===== src/rtl/fhps_pkg.sv =====
// ----------------------------------------------------------------------------
// fhps_pkg
// Types and constants shared by the frame header parser with sum check.
// ----------------------------------------------------------------------------
package fhps_pkg;

    localparam int ByteW  = 8;
    localparam int AddrW  = 24;
    localparam int CodeW  = 16;
    localparam int ClassW = 2;
    localparam int IdxW   = 2;

    // messages shorter than this are flagged too short
    localparam logic [ByteW-1:0] MinLength = 8'd9;
    localparam logic [ByteW-1:0] MaxLength = 8'd255;

    // configuration register indexes
    localparam logic [IdxW-1:0] CfgLevel  = 2'd0;
    localparam logic [IdxW-1:0] CfgTimer  = 2'd1;
    localparam logic [IdxW-1:0] CfgStatus = 2'd2;

    // reset values of the type code registers
    localparam logic [CodeW-1:0] LevelReset  = 16'h22F1;
    localparam logic [CodeW-1:0] TimerReset  = 16'h22F3;
    localparam logic [CodeW-1:0] StatusReset = 16'h31DA;

    // type class codes
    localparam logic [ClassW-1:0] ClassUnknown = 2'd0;
    localparam logic [ClassW-1:0] ClassLevel   = 2'd1;
    localparam logic [ClassW-1:0] ClassTimer   = 2'd2;
    localparam logic [ClassW-1:0] ClassStatus  = 2'd3;

    typedef struct packed {
        logic [CodeW-1:0] level;
        logic [CodeW-1:0] timer;
        logic [CodeW-1:0] status;
    } t_type_codes;

    typedef struct packed {
        logic             valid;
        logic [ByteW-1:0] byte_value;
        logic             is_last;
    } t_in_item;

    typedef struct packed {
        logic [AddrW-1:0]  src_addr;
        logic [AddrW-1:0]  dst_addr;
        logic [CodeW-1:0]  type_code;
        logic [ClassW-1:0] type_class;
        logic              checksum_ok;
        logic              too_short;
        logic [ByteW-1:0]  message_length;
    } t_result;

endpackage


===== src/rtl/fhps_cfg.sv =====
// ----------------------------------------------------------------------------
// fhps_cfg
// Type code registers, written through the configuration channel.
// ----------------------------------------------------------------------------
module fhps_cfg (
    input  logic                        i_clk,
    input  logic                        i_rst_n,
    input  logic                        i_cfg_valid,
    input  logic [fhps_pkg::IdxW-1:0]   i_cfg_index,
    input  logic [fhps_pkg::CodeW-1:0]  i_cfg_data,
    output logic                        o_cfg_ready,
    output fhps_pkg::t_type_codes       o_codes
);

    fhps_pkg::t_type_codes r_codes;
    fhps_pkg::t_type_codes n_codes;

    assign o_cfg_ready = 1'b1;
    assign o_codes     = r_codes;

    always_comb begin
        n_codes = r_codes;
        if (i_cfg_valid) begin
            // index beyond the list is dropped
            unique case (i_cfg_index)
                fhps_pkg::CfgLevel:  n_codes.level  = i_cfg_data;
                fhps_pkg::CfgTimer:  n_codes.timer  = i_cfg_data;
                fhps_pkg::CfgStatus: n_codes.status = i_cfg_data;
                default:             n_codes        = r_codes;
            endcase
        end
    end

    always_ff @(posedge i_clk) begin
        if (!i_rst_n) begin
            r_codes.level  <= fhps_pkg::LevelReset;
            r_codes.timer  <= fhps_pkg::TimerReset;
            r_codes.status <= fhps_pkg::StatusReset;
        end else begin
            r_codes <= n_codes;
        end
    end

endmodule


===== src/rtl/fhps_in_reg.sv =====
// ----------------------------------------------------------------------------
// fhps_in_reg
// Input register: holds one byte until the parse stage takes it.
// ----------------------------------------------------------------------------
module fhps_in_reg (
    input  logic                        i_clk,
    input  logic                        i_rst_n,
    input  logic                        i_valid,
    input  logic [fhps_pkg::ByteW-1:0]  i_byte,
    input  logic                        i_last,
    output logic                        o_ready,
    input  logic                        i_take,
    output fhps_pkg::t_in_item          o_item
);

    logic                       r_valid;
    logic [fhps_pkg::ByteW-1:0] r_byte;
    logic                       r_last;

    assign o_ready = !r_valid || i_take;

    assign o_item.valid      = r_valid;
    assign o_item.byte_value = r_byte;
    assign o_item.is_last    = r_last;

    always_ff @(posedge i_clk) begin
        if (!i_rst_n) begin
            r_valid <= 1'b0;
        end else if (o_ready) begin
            r_valid <= i_valid;
        end
    end

    always_ff @(posedge i_clk) begin
        if (o_ready && i_valid) begin
            r_byte <= i_byte;
            r_last <= i_last;
        end
    end

endmodule


===== src/rtl/fhps_core.sv =====
// ----------------------------------------------------------------------------
// fhps_core
// Field capture, running sum, type match and the result register.
// ----------------------------------------------------------------------------
module fhps_core (
    input  logic                   i_clk,
    input  logic                   i_rst_n,
    input  fhps_pkg::t_in_item     i_item,
    output logic                   o_take,
    input  fhps_pkg::t_type_codes  i_codes,
    output logic                   o_valid,
    input  logic                   i_ready,
    output fhps_pkg::t_result      o_result
);

    logic [fhps_pkg::ByteW-1:0] r_pos;
    logic [fhps_pkg::ByteW-1:0] r_sum;
    logic [fhps_pkg::AddrW-1:0] r_sender;
    logic [fhps_pkg::AddrW-1:0] r_receiver;
    logic [fhps_pkg::CodeW-1:0] r_type;

    logic [fhps_pkg::ByteW-1:0] n_pos;
    logic [fhps_pkg::ByteW-1:0] n_sum;
    logic [fhps_pkg::AddrW-1:0] n_sender;
    logic [fhps_pkg::AddrW-1:0] n_receiver;
    logic [fhps_pkg::CodeW-1:0] n_type;

    logic                  r_out_valid;
    fhps_pkg::t_result     r_out;
    fhps_pkg::t_result     n_out;
    logic [fhps_pkg::ClassW-1:0] w_class;
    logic                  w_short;
    logic                  w_out_free;
    logic                  w_emit;
    logic [fhps_pkg::ByteW-1:0] b;

    assign b          = i_item.byte_value;
    assign w_out_free = !r_out_valid || i_ready;
    assign o_take     = i_item.valid && (!i_item.is_last || w_out_free);
    assign w_emit     = o_take && i_item.is_last;
    assign o_valid    = r_out_valid;
    assign o_result   = r_out;

    // updated state for this byte
    always_comb begin
        n_sender   = r_sender;
        n_receiver = r_receiver;
        n_type     = r_type;
        if (r_pos >= 8'd1 && r_pos <= 8'd3) begin
            n_sender = {r_sender[fhps_pkg::AddrW-fhps_pkg::ByteW-1:0], b};
        end else if (r_pos >= 8'd4 && r_pos <= 8'd6) begin
            n_receiver = {r_receiver[fhps_pkg::AddrW-fhps_pkg::ByteW-1:0], b};
        end else if (r_pos == 8'd7 || r_pos == 8'd8) begin
            n_type = {r_type[fhps_pkg::CodeW-fhps_pkg::ByteW-1:0], b};
        end
        n_sum = r_sum + b;
        n_pos = (r_pos == fhps_pkg::MaxLength) ? r_pos : r_pos + 8'd1;
    end

    // level wins over timer, timer over status
    always_comb begin
        priority if (n_type == i_codes.level) begin
            w_class = fhps_pkg::ClassLevel;
        end else if (n_type == i_codes.timer) begin
            w_class = fhps_pkg::ClassTimer;
        end else if (n_type == i_codes.status) begin
            w_class = fhps_pkg::ClassStatus;
        end else begin
            w_class = fhps_pkg::ClassUnknown;
        end
    end

    assign w_short = n_pos < fhps_pkg::MinLength;

    always_comb begin
        n_out.src_addr       = w_short ? '0 : n_sender;
        n_out.dst_addr       = w_short ? '0 : n_receiver;
        n_out.type_code      = w_short ? '0 : n_type;
        n_out.type_class     = w_short ? fhps_pkg::ClassUnknown : w_class;
        n_out.checksum_ok    = (n_sum == '0);
        n_out.too_short      = w_short;
        n_out.message_length = n_pos;
    end

    always_ff @(posedge i_clk) begin
        if (!i_rst_n) begin
            r_pos      <= '0;
            r_sum      <= '0;
            r_sender   <= '0;
            r_receiver <= '0;
            r_type     <= '0;
        end else if (w_emit) begin
            // start clean for the next message
            r_pos      <= '0;
            r_sum      <= '0;
            r_sender   <= '0;
            r_receiver <= '0;
            r_type     <= '0;
        end else if (o_take) begin
            r_pos      <= n_pos;
            r_sum      <= n_sum;
            r_sender   <= n_sender;
            r_receiver <= n_receiver;
            r_type     <= n_type;
        end
    end

    always_ff @(posedge i_clk) begin
        if (!i_rst_n) begin
            r_out_valid <= 1'b0;
        end else if (w_out_free) begin
            r_out_valid <= w_emit;
        end
    end

    always_ff @(posedge i_clk) begin
        if (w_emit) begin
            r_out <= n_out;
        end
    end

`ifndef NO_ASSERTIONS
    a_clear_after_last: assert property (@(posedge i_clk) disable iff (!i_rst_n)
        w_emit |=> (r_pos == '0))
        else $error("message state not cleared after final byte");

    a_idle_state_zero: assert property (@(posedge i_clk) disable iff (!i_rst_n)
        (r_pos == '0) |-> (r_sum == '0 && r_sender == '0 && r_receiver == '0
                           && r_type == '0))
        else $error("state not zero at start of message");

    a_result_from_last: assert property (@(posedge i_clk) disable iff (!i_rst_n)
        $rose(r_out_valid) |-> $past(w_emit))
        else $error("result appeared without a final byte");

    a_short_no_class: assert property (@(posedge i_clk) disable iff (!i_rst_n)
        (r_out_valid && r_out.too_short) |->
            (r_out.type_class == fhps_pkg::ClassUnknown && r_out.type_code == '0))
        else $error("short message carries a type");

    a_no_loss: assert property (@(posedge i_clk) disable iff (!i_rst_n)
        (r_out_valid && !i_ready) |-> !w_emit)
        else $error("result overwritten while stalled");
`endif

endmodule


===== src/rtl/frame_header_parse_and_sum_check_top.sv =====
// ----------------------------------------------------------------------------
// frame_header_parse_and_sum_check_top
// Byte stream message parser: addresses, type class and sum-to-zero check.
// ----------------------------------------------------------------------------
//  channel | direction | payload
//  s       | in        | tdata = byte_value, tlast = is_last
//  m       | out       | one result per message, on its final byte
//  cfg     | in        | index 0 level, 1 timer, 2 status type code
//
//  one byte a cycle while no stalled result holds a final byte back; the final
//  byte sits in the input register and the result register takes it once free,
//  so a result shows after its final byte passes the input and result registers
//  the limit is the combinational capture, sum and three-way compare
//  a stalled result holds only the final byte of the next message back
//  synchronous reset loads the default type codes and clears the state
// ----------------------------------------------------------------------------
module frame_header_parse_and_sum_check_top (
    input  logic                        i_clk,
    input  logic                        i_rst_n,
    input  logic                        i_s_tvalid,
    output logic                        o_s_tready,
    input  logic [7:0]                  i_s_tdata,   // [7:0] byte_value
    input  logic                        i_s_tlast,   // is_last
    output logic                        o_m_tvalid,
    input  logic                        i_m_tready,
    // [23:0] sender address, [47:24] receiver address,
    // [63:48] type_code, [71:64] message_length
    output logic [71:0]                 o_m_tdata,
    // [1:0] type_class, [2] checksum_ok, [3] too_short
    output logic [3:0]                  o_m_tuser,
    input  logic                        i_cfg_valid,
    output logic                        o_cfg_ready,
    input  logic [fhps_pkg::IdxW-1:0]   i_cfg_index,
    input  logic [fhps_pkg::CodeW-1:0]  i_cfg_data
);

    fhps_pkg::t_type_codes w_codes;
    fhps_pkg::t_in_item    w_item;
    fhps_pkg::t_result     w_result;
    logic                  w_take;

    fhps_cfg u_cfg (
        .i_clk       (i_clk),
        .i_rst_n     (i_rst_n),
        .i_cfg_valid (i_cfg_valid),
        .i_cfg_index (i_cfg_index),
        .i_cfg_data  (i_cfg_data),
        .o_cfg_ready (o_cfg_ready),
        .o_codes     (w_codes)
    );

    fhps_in_reg u_in_reg (
        .i_clk   (i_clk),
        .i_rst_n (i_rst_n),
        .i_valid (i_s_tvalid),
        .i_byte  (i_s_tdata),
        .i_last  (i_s_tlast),
        .o_ready (o_s_tready),
        .i_take  (w_take),
        .o_item  (w_item)
    );

    fhps_core u_core (
        .i_clk    (i_clk),
        .i_rst_n  (i_rst_n),
        .i_item   (w_item),
        .o_take   (w_take),
        .i_codes  (w_codes),
        .o_valid  (o_m_tvalid),
        .i_ready  (i_m_tready),
        .o_result (w_result)
    );

    assign o_m_tdata = {w_result.message_length, w_result.type_code,
                        w_result.dst_addr, w_result.src_addr};
    assign o_m_tuser = {w_result.too_short, w_result.checksum_ok, w_result.type_class};

endmodule

===== config.mk =====
export PLATFORM = sky130hd
export DESIGN_NAME = frame_header_parse_and_sum_check_top
export DESIGN_NICKNAME = d
export VERILOG_FILES = /design/src/rtl/fhps_pkg.sv /design/src/rtl/fhps_cfg.sv /design/src/rtl/fhps_in_reg.sv /design/src/rtl/fhps_core.sv /design/src/rtl/frame_header_parse_and_sum_check_top.sv
export SDC_FILE = /design/constraint.sdc
export NUM_CORES = 1
export LEC_CHECK = 0
export BUFFER_PORTS_ARGS = -buffer_cell sky130_fd_sc_hd__buf_2
export CORE_MARGIN = 8
export CORE_UTILIZATION = 30
export DETAILED_ROUTE_END_ITERATION = 10
export SLEW_MARGIN = 0
export SYNTH_ARGS = -nofsm -noshare
export SYNTH_HDL_FRONTEND = slang
export SYNTH_SLANG_ARGS = --single-unit

===== constraint.sdc =====
create_clock -name i_clk -period 4.6 [get_ports i_clk]
set_clock_uncertainty 0.15 [all_clocks]
set_input_delay 1.15 -clock i_clk [delete_from_list [all_inputs] [get_ports i_clk]]
set_output_delay 1.15 -clock i_clk [all_outputs]
set_load 0.05 [all_outputs]

# Yosys cells after proc, flatten, opt, wreduce, memory -nomap -nowiden
# Index checks and enable logic that the tools add are counted.
dict set report op_classes {
  add_sub_neg 2
  order_cmp 5
  n_eq_ne 8
  muxes 10
  n_bitwise 1
  reduce_logical 19
}
# operator n
set op_table {}
lappend op_table {{24-bit 2-to-1 mux} 3}
lappend op_table {{16-bit == test} 3}
lappend op_table {{16-bit 2-to-1 mux} 3}
lappend op_table {{8-bit by 1-bit adder with 8-bit output, second input constant} 1}
lappend op_table {{8-bit adder} 1}
lappend op_table {{8-bit by 3-bit == test with 1-bit output, second input constant} 1}
lappend op_table {{8-bit by 4-bit == test with 1-bit output, second input constant} 1}
lappend op_table {{8-bit == test, second input constant} 1}
lappend op_table {{8-bit by 1-bit >= comparator with 1-bit output, second input constant} 1}
lappend op_table {{8-bit by 3-bit >= comparator with 1-bit output, second input constant} 1}
lappend op_table {{8-bit by 2-bit <= comparator with 1-bit output, second input constant} 1}
lappend op_table {{8-bit by 3-bit <= comparator with 1-bit output, second input constant} 1}
lappend op_table {{8-bit zero test} 1}
lappend op_table {{8-bit by 4-bit < comparator with 1-bit output, second input constant} 1}
lappend op_table {{8-bit 2-to-1 mux} 1}
lappend op_table {{2-bit AND reduction} 3}
lappend op_table {{1-bit logical AND} 5}
lappend op_table {{1-bit logical OR} 4}
lappend op_table {{2-bit 2-to-1 mux} 2}
lappend op_table {{2-bit OR reduction} 2}
lappend op_table {{1-bit zero test} 3}
lappend op_table {{2-bit by 1-bit == test with 1-bit output, second input constant} 1}
lappend op_table {{2-bit == test, second input constant} 1}
lappend op_table {{2-bit zero test} 1}
lappend op_table {{2 further kinds} 2}
dict set report word_totals {
  regBits 215
  inputBits 32
  out_inout_bits 79
  wordCells 65
}

# Logic depth before layout (Yosys ltp)
dict set report logic_depth {
  word_depth 9
  depth_mapped 12
  depth_no_buf 10
}

# By module
# Synthesis repeated with hierarchy kept, for this count alone.
dict set report unflattened {
  cells_unflattened 999
  hier_area_um2 9644.2
}
# module n_inst cells_each area_per_inst_um2 seq_area_each_um2
set modules_own_cells {}
lappend modules_own_cells {fhps_core 1 793 7369.6 3903.7}
lappend modules_own_cells {fhps_cfg 1 190 1931.9 960.9}
lappend modules_own_cells {fhps_in_reg 1 16 342.8 290.3}

# Worst setup path after synthesis
# OpenSTA, ideal clock, no wires.
dict set report synth_timing {
  path_kind {in2reg}
  from {input port i_m_tready}
  to {register u_core.r_out, in the netlist u_core.o_result[0] (enable)}
  setup_time_ns 0.431
  arrival_time_ns 3.182
  required_time_ns 4.019
  path_slack_ns 0.837
  stages 6
  n_path_buf 1
  cell_sequence {nor2b_1 -> nand2_1 -> and2_1 -> clkbuf_1 -> nand2_1 -> inv_1}
}
dict set report synth_via {
  elab_chain_cells 4
}
# element line_no
set synth_lines {}
lappend synth_lines {{start, declared} frame_header_parse_and_sum_check_top.sv:25} ;# input logic i_m_tready,
lappend synth_lines {{1-bit logical OR} fhps_core.sv:38} ;# assign w_out_free = !r_out_valid || i_ready;
lappend synth_lines {{1-bit logical OR} fhps_core.sv:39} ;# assign o_take = i_item.valid && (!i_item.is_last || w_out_free);
lappend synth_lines {{1-bit logical AND} fhps_core.sv:39}
lappend synth_lines {{1-bit logical AND} fhps_core.sv:40} ;# assign w_emit = o_take && i_item.is_last;
lappend synth_lines {{net u_core.w_emit} fhps_core.sv:34} ;# logic w_emit;
lappend synth_lines {{end signal, assigned} fhps_core.sv:118} ;# r_out <= n_out;
lappend synth_lines {{end, declared} fhps_core.sv:29} ;# fhps_pkg::t_result r_out;
# The timed path passes the listed nets, and every way through them passes these cells.
# A chain may end at the register's enable or synchronous reset.

# Worst setup path after layout
dict set report layout_timing {
  from {register u_core.r_pos[1] (netlist bit)}
  to {register u_core.r_out, in the netlist u_core.o_result[10], data pin}
}
dict set report layout_via {
  elab_chain_cells 9
  word_cells_on_any_way 22
  classes_between {add/sub (1); order compare (5); eq/ne (6); mux (7); reduce/logical (3)}
}
# element line_no
set layout_lines {}
lappend layout_lines {{start, declared} fhps_core.sv:16} ;# logic [fhps_pkg::ByteW-1:0] r_pos;
lappend layout_lines {{start signal, assigned} fhps_core.sv:100} ;# r_pos <= n_pos;
lappend layout_lines {{parallel branches: the longest is 9 deep, another holds 8-bit by 3-bit >= comparator with 1-bit output} --}
# Several ways; the timed one is not identified.

==> qor.txt <==
Hold Startpoint: u_core.r_sender[22]
Area of the multi-input gates: 0.00495 sq mm
Yosys warns: 0
Top Ports: 111
Wire per inst: 19.6 um
Post-route clock period utilization: 0.842
Power Density: 353 mW/mm^2
Drt pass-1 iters: 5
Antenna violations before repair: 0
Port Buffers: 109
Synthesized area: 0.0106 sq mm
Cells after synthesis: 1262
CORE AREA: 0.0352 sq mm
Max transition margin: 0.255
Flops & latches, synth: 215
Critical Path RT: 4.73 ns
Final Power: 4.39 mW
Number of synthesized flops with an enable pin: 85
Starting Density: 0.302
RSZ-0062 raised after global routing: false
Netlist cell types: 68
Maximum capacitance violations: 0
Maximum clock path buffer count: 3
Area Overhead vs Synth: 16.8%
Sequential area share after synthesis: 0.485
Die W: 204 um
Post_cts resized: 0
Cells on worst reg2reg path: 10
Core Util, Final: 0.352
Synth Flop Type: dfxtp_1
First-pass GRT wire length: 54.6 mm
Pin count of the biggest net entering global routing: 77
CTS clock-pin slew for the worst setup and hold paths: 0.06 ns
Drt first-iter violations: 885
Post-CTS Hold Fix Bufs: 0
Mapped Nets: 1306
Setup TNS: 0 ns
VDD IR-drop max: 0.265 mV
R2R setup slack: 0.73 ns
Fin crit period: 3.87 ns
Reg2reg end: u_core.o_result[10]
Fmax: 258 MHz
Async SR Flop Fraction: 0
Total Routing Usage GR: 0.165
Endpoints failing hold: 0
Outcome: completed
N_diodes: 0
Hold slack final: 0.304 ns
Leakage: 4.22 nW
Overflow after GRT: 0
Row cnt: 69
RePlAce Congestion: 0.955
Final Setup Violations: 0
Post-CTS Repair Setup Buffers: 0
WHS Endpoint: u_core.r_sender[22]
Die height: 204 um
CTS root buffer: clkbuf_16
Worst Path Max Fanout: 11
Critical Path Source Type: flop
Fin nets: 1372
DPL Wire Length: 25.2 mm
Worst slew pin tran: 1.12 ns
CTS Sinks: 215
WHS Path Cells: 2
CTS Buf Count: 25
Vias in the first global route: 9058
Routed Antenna Nets: 0
Vias per cell: 5.30
Worst-Skew Late Latency: 0.54 ns
Die Area: 0.0417 sq mm
Crit path DAT: 4.00 ns
Final Slew Violations: 0
Fraction of layout cells with a size suffix above 1: 0.140
DRC: 0
TritonCTS clock tree: built
Final instance area: 0.0124 sq mm
Syn avg cell area: 8.42 sq um
HP Class: reg -> reg
Detailed Route WL: 35.5 mm
Critical path class: reg -> reg
Vias: 9584
Sequential cell area: 0.00515 sq mm
CTS H-tree depth: 1
Area of placed instances: 0.0116 sq mm
Filler Cells Inserted: 3734
CP endpoint kind: flop
RR Startpoint: u_core.r_pos[1]
==> cells in the mapped netlist (all sizes together) (16+ instances only) <==
| cell | number | share of area |
|---|---|---|
| nand2 | 343 | 0.12 |
| a21oi | 155 | 0.073 |
| dfxtp | 130 | 0.24 |
| edfxtp | 85 | 0.24 |
| clkbuf | 71 | 0.025 |
| nor2 | 57 | 0.021 |
| inv | 41 | 0.014 |
| xnor2 | 35 | 0.029 |
| nand2b | 34 | 0.020 |
| a21boi | 28 | 0.020 |
| nand3 | 28 | 0.013 |
| nor4 | 24 | 0.015 |
| buf | 23 | 0.012 |
| o21ai | 18 | 0.0088 |
| o22ai | 16 | 0.0094 |
==> placed cells by master (no fill, tap or decap), types with 3 or more instances in the layout <==
cell,instances
o22ai_1,16
o221ai_1,13
nand2b_1,34
dfxtp_1,130
nand3_1,28
a31oi_1,14
ha_1,11
clkinv_2,5
or3_1,3
o21ai_0,17
xnor2_1,35
buf_2,109
nor2_1,56
and3b_1,3
inv_1,40
clkbuf_1,4
nand4_1,8
o31ai_1,4
clkinv_4,3
nor2b_1,13
a21o_1,3
nor4_1,21
a21oi_1,154
nand3b_1,4
nand2_1,342
xor2_1,14
buf_4,22
o2111ai_1,7
clkinv_1,4
o211ai_1,14
nor4b_1,3
a221oi_1,4
edfxtp_1,85
a21boi_0,28
clkbuf_16,25
nor3_1,8
a211oi_1,6
o21a_1,4
==> cell families after synthesis <==
logic type	Yosys count	synth area share
AO/OA/AOI/OAI	307	0.179
AND/OR/NAND/NOR	541	0.227
other	1	0.000353
XOR/XNOR	49	0.0404
adder cells (fa/ha/maj)	12	0.0148
flip-flops	215	0.485
multiplexers	1	0.00106
buffers and inverters	136	0.0515
==> layer usage <==
layer  global-route usage  up-vias  routed length [um]
li1                     -     4515                   -
met1                0.235     4567               16100
met2                0.252      439               15400
met3               0.0322       63                3140
met4               0.0450        0                 952
met5                    0        -                   0
==> power breakdown <==
part	switching (mW)	leakage (nW)	internal, mW
sequential	0.0635	1.87	2.02
clock	0.809	0.398	1.15
combinational	0.237	1.95	0.105
total	1.11	4.22	3.28
==> cell type report <==
class / instances / area share
Multi-Input combinational cell: 911 / 0.399
Tap cell: 461 / 0.0465
Sequential cell: 215 / 0.415
Inverter: 42 / 0.0128
Timing Repair Buffer: 133 / 0.0605
Clock buffer: 31 / 0.0538
Clock inverter: 15 / 0.0123
==> worst max-delay path, stage by stage (launching register included) <==
cell	delay, ns
dfxtp_1	0.43
inv_1	0.13
ha_1	0.23
and3b_1	0.26
a21oi_1	0.87
o32ai_1	0.26
xor2_1	0.21
or3_1	0.36
or4_4	0.55
nand2b_1	0.08
a21oi_1	0.06
==> state kept, by name, indices dropped and copies added (netlist names) <==
name and cells:
u_in_reg.r_byte 8, u_cfg.o_codes 48, u_core.r_sum 8, u_core.r_receiver 24
u_core.r_sender 24, u_in_reg.r_valid 1, u_core.o_valid 1, u_core.o_result 76
u_core.r_pos 8, u_in_reg.r_last 1, u_core.r_type 16
==> stage by stage <==
| step | instances | setup slack (ns) |
|---|---|---|
| 6_report | 1808 | 0.728 |
| 5_1_grt | 1808 | 0.536 |
| 4_1_cts | 1808 | 0.778 |
| 3_5_place_dp | 1762 | 0.797 |
| 3_3_place_gp | 1762 | 0.952 |
| 2_1_floorplan | 1262 | 0.837 |
==> how the worst max path moves through the flow <==
stage	cells past startpoint	slack [ns]	to	start
after floorplan	6	0.84	u_core.o_result[0]	i_m_tready
after global placement	10	0.95	u_core.o_result[10]	u_core.r_pos[1]
after detailed placement	10	0.80	u_core.o_result[10]	u_core.r_pos[1]
after CTS	10	0.78	u_core.o_result[10]	u_core.r_pos[1]
after global routing	10	0.54	u_core.o_result[10]	u_core.r_pos[1]
final	10	0.73	u_core.o_result[10]	u_core.r_pos[1]
No activity file was read; power rests on OpenSTA's default activity.
